`src/rtl/dss_pkg.sv`:
```
// Shared types and constants of the drive supervisor.
`default_nettype none

package dss_pkg;

   // Supervisor state codes
   localparam logic [2:0] ST_INIT    = 3'd0;
   localparam logic [2:0] ST_CALIB   = 3'd1;
   localparam logic [2:0] ST_STANDBY = 3'd2;
   localparam logic [2:0] ST_OPER    = 3'd3;
   localparam logic [2:0] ST_ERROR   = 3'd4;
   localparam logic [2:0] ST_ESTOP   = 3'd5;

   // Operation codes
   localparam logic [1:0] OP_UPDATE     = 2'd0;
   localparam logic [1:0] OP_TRANSITION = 2'd1;
   localparam logic [1:0] OP_SET_REQ    = 2'd2;

   // Register indexes
   localparam logic [1:0] CSR_CRIT_MASK    = 2'd0;
   localparam logic [1:0] CSR_TIMEOUT_MASK = 2'd1;
   localparam logic [1:0] CSR_INIT_DELAY   = 2'd2;

   localparam logic [31:0] INIT_DELAY_RESET = 32'd2000;

   localparam int REQ_DATA_W = 72;
   localparam int REQ_USER_W = 2;
   localparam int RSP_DATA_W = 8;

   // Result word, lowest bits last
   typedef struct packed {
      logic       pad;
      logic       estop_pulse;
      logic       drive_enable;
      logic       changed;
      logic       accepted;
      logic [2:0] current_state;
   } rsp_type;

endpackage

`default_nettype wire

```
`src/rtl/drive_supervisor_state_machine_core.sv`:
```
// Drive supervisor: six-state machine with a registered, skid-buffered result stream.
`default_nettype none

// Channel   Direction  Payload
// req_*     in         tdata: now_ms, active_errors, error_reset, target_state, requested
//                      tuser: operation
// rsp_*     out        tdata: current_state, accepted, changed, drive_enable, estop_pulse
// csr_*     in         csr_index, csr_data (register write)
//
// One request per cycle while req_tready is high; each result is registered before rsp_*.
// The state update is a single pass: one 32-bit subtract/compare plus the
// transition table, settled in the cycle the request is accepted.
// A two-deep result buffer (output register plus skid) keeps req_tready high
// while one result waits; req_tready drops only when both are full.
// Synchronous reset returns to initializing, entry time 0, masks 0, delay 2000.

module drive_supervisor_state_machine_core
   import dss_pkg::*;
(
   input  wire logic                  clock,
   input  wire logic                  reset,
   input  wire logic                  req_tvalid,
   output      logic                  req_tready,
   // [31:0] now_ms, [63:32] active_errors, [64] error_reset,
   // [67:65] target_state, [68] requested, [71:69] zero
   input  wire logic [REQ_DATA_W-1:0] req_tdata,
   // [1:0] operation
   input  wire logic [REQ_USER_W-1:0] req_tuser,
   output      logic                  rsp_tvalid,
   input  wire logic                  rsp_tready,
   // [2:0] current_state, [3] accepted, [4] changed, [5] drive_enable,
   // [6] estop_pulse, [7] zero
   output      logic [RSP_DATA_W-1:0] rsp_tdata,
   input  wire logic                  csr_valid,
   output      logic                  csr_ready,
   input  wire logic [1:0]            csr_index,
   input  wire logic [31:0]           csr_data
);

   typedef enum logic [2:0] {
      S_INIT    = ST_INIT,
      S_CALIB   = ST_CALIB,
      S_STANDBY = ST_STANDBY,
      S_OPER    = ST_OPER,
      S_ERROR   = ST_ERROR,
      S_ESTOP   = ST_ESTOP
   } sup_state_type;

   // Allowed-move table; self moves and unused codes are refused
   function automatic logic allowed(input sup_state_type from, input logic [2:0] to);
      logic ok;
      case (from)
         S_INIT, S_CALIB: ok = (to == ST_STANDBY) || (to == ST_ERROR);
         S_STANDBY:       ok = (to == ST_OPER) || (to == ST_CALIB) ||
                               (to == ST_ERROR) || (to == ST_ESTOP);
         S_OPER:          ok = (to == ST_STANDBY) || (to == ST_ERROR) ||
                               (to == ST_ESTOP);
         S_ERROR:         ok = (to == ST_STANDBY) || (to == ST_ESTOP);
         S_ESTOP:         ok = (to == ST_INIT);
         default:         ok = 1'b0;
      endcase
      return ok;
   endfunction

   // Configuration registers
   logic [31:0] crit_mask_ff;
   logic [31:0] timeout_mask_ff;
   logic [31:0] init_delay_ff;

   // Supervisor state
   sup_state_type state_ff, state_in;
   logic [31:0]   entry_ff, entry_in;
   logic          oper_req_ff, oper_req_in;

   // Result buffer
   logic    out_valid_ff, skid_valid_ff;
   rsp_type out_data_ff, skid_data_ff;

   // Request fields
   logic [1:0]  op;
   logic [31:0] now_ms;
   logic [31:0] errs;
   logic        ereset;
   logic [2:0]  target;
   logic        requested;

   assign op        = req_tuser[1:0];
   assign now_ms    = req_tdata[31:0];
   assign errs      = req_tdata[63:32];
   assign ereset    = req_tdata[64];
   assign target    = req_tdata[67:65];
   assign requested = req_tdata[68];

   logic        req_take, rsp_take;
   logic [31:0] elapsed;
   logic        crit_hit, timeout_hit, delay_done;
   logic        go_valid;
   logic [2:0]  go_state;
   logic        changed;
   rsp_type     result;

   assign req_tready = !skid_valid_ff;
   assign csr_ready  = 1'b1;
   assign req_take   = req_tvalid && req_tready;
   assign rsp_take   = out_valid_ff && rsp_tready;

   assign elapsed     = now_ms - entry_ff;
   assign delay_done  = elapsed > init_delay_ff;
   assign crit_hit    = |(errs & crit_mask_ff);
   assign timeout_hit = |(errs & timeout_mask_ff);

   // Pick the candidate move for this request
   always_comb begin
      go_valid = 1'b0;
      go_state = ST_INIT;
      case (op)
         OP_UPDATE: begin
            case (state_ff)
               S_INIT: begin
                  if (delay_done && (errs == '0)) begin
                     go_valid = 1'b1;
                     go_state = ST_STANDBY;
                  end else if (errs != '0) begin
                     go_valid = 1'b1;
                     go_state = ST_ERROR;
                  end
               end
               S_STANDBY: begin
                  if (crit_hit) begin
                     go_valid = 1'b1;
                     go_state = ST_ERROR;
                  end else if (oper_req_ff && !ereset) begin
                     go_valid = 1'b1;
                     go_state = ST_OPER;
                  end
               end
               S_OPER: begin
                  if (crit_hit) begin
                     go_valid = 1'b1;
                     go_state = ST_ERROR;
                  end else if (timeout_hit) begin
                     go_valid = 1'b1;
                     go_state = ST_STANDBY;
                  end
               end
               S_ERROR: begin
                  if (ereset && !crit_hit) begin
                     go_valid = 1'b1;
                     go_state = ST_STANDBY;
                  end
               end
               default: ;
            endcase
         end
         OP_TRANSITION: begin
            go_valid = 1'b1;
            go_state = target;
         end
         default: ;
      endcase
   end

   assign changed = go_valid && allowed(state_ff, go_state);

   always_comb begin
      state_in    = state_ff;
      entry_in    = entry_ff;
      oper_req_in = oper_req_ff;
      if (changed) begin
         state_in = sup_state_type'(go_state);
         entry_in = now_ms;
         if (go_state == ST_OPER) oper_req_in = 1'b0;
      end
      if (op == OP_SET_REQ) oper_req_in = requested;
   end

   always_comb begin
      result               = '0;
      result.current_state = state_in;
      result.accepted      = changed && (op == OP_TRANSITION);
      result.changed       = changed;
      result.drive_enable  = (state_in == S_OPER);
      result.estop_pulse   = changed && (state_in == S_ESTOP);
   end

   // State and configuration
   always_ff @(posedge clock) begin
      if (reset) begin
         state_ff        <= S_INIT;
         entry_ff        <= '0;
         oper_req_ff     <= 1'b0;
         crit_mask_ff    <= '0;
         timeout_mask_ff <= '0;
         init_delay_ff   <= INIT_DELAY_RESET;
      end else begin
         if (req_take) begin
            state_ff    <= state_in;
            entry_ff    <= entry_in;
            oper_req_ff <= oper_req_in;
         end
         if (csr_valid) begin
            case (csr_index)
               CSR_CRIT_MASK:    crit_mask_ff    <= csr_data;
               CSR_TIMEOUT_MASK: timeout_mask_ff <= csr_data;
               CSR_INIT_DELAY:   init_delay_ff   <= csr_data;
               default: ;
            endcase
         end
      end
   end

   // Output register with skid stage behind it
   always_ff @(posedge clock) begin
      if (reset) begin
         out_valid_ff  <= 1'b0;
         skid_valid_ff <= 1'b0;
      end else begin
         if (skid_valid_ff) begin
            if (rsp_take) begin
               out_valid_ff  <= 1'b1;
               skid_valid_ff <= 1'b0;
            end
         end else if (req_take) begin
            if (!out_valid_ff || rsp_take) begin
               out_valid_ff <= 1'b1;
            end else begin
               skid_valid_ff <= 1'b1;
            end
         end else if (rsp_take) begin
            out_valid_ff <= 1'b0;
         end
      end
   end

   always_ff @(posedge clock) begin
      if (skid_valid_ff) begin
         if (rsp_take) out_data_ff <= skid_data_ff;
      end else if (req_take) begin
         if (!out_valid_ff || rsp_take) out_data_ff  <= result;
         else                           skid_data_ff <= result;
      end
   end

   assign rsp_tvalid = out_valid_ff;
   assign rsp_tdata  = out_data_ff;

endmodule

`default_nettype wire

```
`config.mk`:
```
export PLATFORM = sky130hd
export DESIGN_NAME = drive_supervisor_state_machine_core
export DESIGN_NICKNAME = d
export VERILOG_FILES = /design/src/rtl/dss_pkg.sv /design/src/rtl/drive_supervisor_state_machine_core.sv
export SDC_FILE = /design/constraint.sdc
export NUM_CORES = 1
export LEC_CHECK = 0
export BUFFER_PORTS_ARGS = -buffer_cell sky130_fd_sc_hd__buf_4
export CORE_ASPECT_RATIO = 0.6
export CORE_MARGIN = 8
export CORE_UTILIZATION = 40
export DETAILED_ROUTE_END_ITERATION = 10
export GPL_ROUTABILITY_DRIVEN = 0
export PLACE_DENSITY = 0.58
export REMOVE_ABC_BUFFERS = 1
export SLEW_MARGIN = 10
export SYNTH_ARGS = -nofsm -noshare
export SYNTH_HDL_FRONTEND = slang
export SYNTH_SLANG_ARGS = --single-unit
export TNS_END_PERCENT = 5
```
`constraint.sdc`:
```
create_clock -name clock -period 15 [get_ports clock]
set_input_delay 3 -clock clock [delete_from_list [all_inputs] [get_ports clock]]
set_output_delay 3 -clock clock [all_outputs]
set_load 0.05 [all_outputs]
```
==> results.md <==
- The number of global-route vias before repair was 7537.
- The global-route wire length before repair is 39.5 mm.
- The clock tree synthesis step divided the H-tree into 4 levels.
- The number of different library cells in the post-synthesis netlist is 69.
- After global routing the overflow that remains totals 0.
- The class of the tightest hold or removal check is flip-flop to flip-flop.
- The hold buffer count at CTS is 0.
- The run finished with clean final reports.
- Clock latency on the worst-skew pair, taken at its later pin, is 0.42 ns.
- The cell area that synthesis handed to floorplanning was between 8000 and 9000 µm².
- In this run, the number of DRC markers left after iteration 0 of detailed routing was 456.
- In the finished design, the share of the clock period the worst path needs comes to 0.624.
- The total die area is 26300 µm².
- The number of antenna diodes in the final layout is 0.
- The endpoint type of the worst setup path is a flip-flop.
- The number of standard-cell rows in the floorplan is 41.
- The number of buffer and inverter instances along the worst setup path is 5.
- The slowest stage of the critical path is the buf_4 cell.
- The largest voltage drop on the vdd net is 0.0000863 V.
- The number of warnings printed during yosys synthesis is 0.
- The final layout contains 1338 nets.
- In this run the count of I/O pins placed on the die edge is approximately 120.
- Port buffering added 118 buffers.
- For the pin with the worst max-slew slack, the measured transition is 1.08 ns.
- The overall via count from detail_route is 7705.
- The synthesized design contains around 150 register bits.
- The placed cell count is between 1000 and 1500.
- The clock root buffer master is clkbuf_16.
- Once layout is complete, the utilization of the core stands at 0.483.
- The number of gates resized after CTS was 0.
- The final cell count without fillers is 1451.
- The total track usage is 0.188.
- Setup total negative slack on the finished layout was measured at 0 ns.
- The post-route total power is 0.00106 W.
- The maximum single-stage delay on the critical path is 0.53 ns.
- The number of max-cap violations is 0.
- After synthesis, the share of flip-flops with an asynchronous set or reset is 0.
- Counting I/O delays and the setup requirement, the final critical path takes between 9 and 10 ns.
- The final layout contains routed wiring with a total length of about 25 mm.
- The post-synthesis sequential area ratio is 0.365.
- The number of nets still failing antenna checks after routing is 0.
- The startpoint-to-endpoint class of the critical path is input port to flip-flop.
- The final hold violation count came to 0.
- The average cell area after synthesis is 7.99 µm².
- Setup violations remaining at the end of the flow were counted as 0.
- The average wire per cell in the routed design is 17.0 µm.
- The number of cells on the worst hold path is 2.
- The largest fanout on the critical path is 35.
- In this run the critical register-to-register path is launched from entry_ff[0]$_SDFFE_PP0P_.
- The die is ~130 µm tall.
- The ratio of cells with drive above 1 in the final layout is 0.142.
- The per-cell via count in the routed design is 5.31.
- The dominant synthesized flop cell is dfxtp_1.
- The clock passes through at most 2 buffers.
- The critical path starts at req_tdata[0].
- The horizontal die dimension is between 200 and 250 µm.
- The number of enable flip-flop cells after synthesis is 14.
- The worst setup path is launched from an input port.
- The number of clock sinks is 148.
- The initial antenna violation count is 0.
- The number of filler instances in the final layout is 2088.
- Across all register-to-register paths, the minimum setup slack is 8.05 ns.
- The TritonCTS clock tree is done.
- The number of buffers inserted during clock tree synthesis is 17.
- The critical hold path startpoint is timeout_mask_ff[27]$_SDFFE_PP0P_.
- The worst register-to-register path ends at entry_ff[2]$_SDFFE_PP0P_.
- The initial utilization of the core area, before any placement, comes to 0.406.
- The library cells used most frequently in the layout, excluding fill and tap cells, are nand2_1 (218), dfxtp_1 (134), a21oi_1 (129), buf_4 (125).
- The endpoint of the worst hold path is timeout_mask_ff[27]$_SDFFE_PP0P_.
- The area added between synthesis and finish is 19.0%.
- The cell count after synthesis came out at 1063.
- The clock slew seen by the registers of the worst setup and hold paths is 0.06 ns.
- The total area inside the core boundary comes to 20900 µm².
- The power per unit of standard cell area is 105 nW/µm².
- The count of pins over their slew limit was 0.
- The number of design rule violations left after detail routing is 0.
- The maximum clock frequency is 0.107 GHz.
- At the worst endpoint, the required time is 15.28 ns.
- The number of cells on the critical path is 26.
- The number of detailed-route iterations in the first pass is 7.
- The critical path's top delay family is compound AO/OA/AOI/OAI gates.
- The data arrival time at the worst-slack endpoint is 9.64 ns.
- Setup repair after global routing left no endpoint under its margin.
- Entering global routing, the biggest net connects 69 pins.
- Counting stages on the worst path, the most repeated cell is o21ai_0.
- Buffers added to address setup during post-CTS repair amount to 0.
- The worst pin sits at a relative slew slack of 0.275.
- The most common library cell in the layout ignoring fill and taps is nand2_1.
- The worst-case clock skew is 0.00623 ns.
- For this design the static power due to leakage is 3.88 nW.
- Measured in cells, the most critical reg-to-reg path has a length of 24.
- Detailed placement ended at an HPWL of 18.8 mm.
## synth_stat cells (3+ instances only)
| cell type | n | area share |
|---|---|---|
| nor3_1 | 11 | 0.0065 |
| xnor2_1 | 15 | 0.015 |
| nor2b_1 | 8 | 0.0059 |
| a41oi_1 | 3 | 0.0031 |
| o21a_1 | 4 | 0.0035 |
| nand4_1 | 19 | 0.014 |
| o21ai_0 | 28 | 0.017 |
| o21bai_1 | 6 | 0.0053 |
| a21o_1 | 8 | 0.0071 |
| o31ai_1 | 3 | 0.0027 |
| edfxtp_1 | 14 | 0.050 |
| buf_6 | 3 | 0.0040 |
| clkbuf_1 | 33 | 0.015 |
| a211o_1 | 8 | 0.0083 |
| nor4_1 | 14 | 0.010 |
| nand3_1 | 17 | 0.010 |
| nand2b_1 | 4 | 0.0029 |
| o211ai_1 | 4 | 0.0035 |
| inv_1 | 75 | 0.033 |
| ha_1 | 63 | 0.093 |
| and3_1 | 6 | 0.0044 |
| dfxtp_1 | 134 | 0.32 |
| xor2_1 | 14 | 0.014 |
| nor2_1 | 75 | 0.033 |
| mux2i_1 | 37 | 0.044 |
| a31oi_1 | 7 | 0.0052 |
| a211oi_1 | 9 | 0.0080 |
| nand3b_1 | 4 | 0.0035 |
| and2_1 | 4 | 0.0029 |
| a22oi_1 | 33 | 0.029 |
| or3_1 | 3 | 0.0022 |
| nand2_1 | 218 | 0.096 |
| and4_1 | 3 | 0.0031 |
| a21oi_1 | 129 | 0.076 |
| buf_12 | 3 | 0.0071 |
## through the flow
stage               area (µm²)  hold slack (ns)  setup slack, ns
floorplan                 8220            0.430             5.23
global placement          9530            0.443             5.37
detailed placement        9530            0.447             5.28
CTS                      10100            0.455             5.69
global route             10100            0.478             5.20
finish                   10100            0.456             5.64
## where the power goes
part / leakage, nW / internal [W] / total [W] / switching [W]
clock: 0.285 / 0.000263 / 0.000431 / 0.000168
sequential: 1.22 / 0.000415 / 0.000424 / 0.00000925
combinational: 2.37 / 0.0000866 / 0.000207 / 0.000121
## cells by family after synthesis
group                    count (synthesis)  synth area share
adder cells (fa/ha/maj)                 64            0.0952
buffers and inverters                  122            0.0654
other                                    2          0.000884
flip-flops                             148             0.365
XOR/XNOR                                29            0.0299
multiplexers                            39            0.0463
AND/OR/NAND/NOR                        400             0.211
AO/OA/AOI/OAI                          259             0.186
## area by class of cell
class	count	area, µm²	share of cell area
tap	279	349	0.0345
timing repair buffer	125	938	0.0928
sequential	148	3100	0.307
multi-input combinational	793	4850	0.480
clock buffer	20	447	0.0442
inverter	76	285	0.0282
clock inverter	10	135	0.0134
## metal layers
layer | track usage | share of wire | vias to the layer above
met1 | 0.269 | 0.51 | 3620
met3 | 0.0419 | 0.053 | 12
li1 | - | - | 3893
met5 | 0 | 0 | -
met4 | 0.0405 | 0.0059 | 0
met2 | 0.284 | 0.43 | 180
## state kept, by name (all words and copies together) (netlist names)
register / flops
timeout_mask_ff: 32
entry_ff: 32
init_delay_ff: 32
skid_valid_ff: 1
crit_mask_ff: 32
rsp_tvalid: 1
rsp_tdata: 7
state_ff: 3
skid_data_ff: 7
oper_req_ff: 1
## worst register-to-register path: stages, from the launching register on
cell and delay, ns:
dfxtp_1 0.33, ha_1 0.16, inv_1 0.05, fa_1 0.41, a211oi_1 0.28, o21ai_0 0.18, nor2b_1 0.18, o21ai_0 0.36
a311oi_1 0.30, a211oi_1 0.51, o21ai_0 0.24, a311oi_1 0.35, xnor2_1 0.10, ha_1 0.29, nand4_1 0.17, nor4_1 0.32
buf_4 0.18, nand2_1 0.06, a41oi_1 0.43, o21ai_0 0.29, a2111o_1 0.49, a311oi_4 0.21, buf_4 0.53, mux2i_1 0.33
nor2_1 0.06
## worst max-delay path by stage
stage                               endpoint
finish              entry_ff[2]$_SDFFE_PP0P_
detailed placement  entry_ff[2]$_SDFFE_PP0P_
global route        entry_ff[4]$_SDFFE_PP0P_
global placement    entry_ff[5]$_SDFFE_PP0P_
CTS                 entry_ff[2]$_SDFFE_PP0P_
floorplan           state_ff[1]$_SDFFE_PP0P_
(Power assumes the default switching activity.)
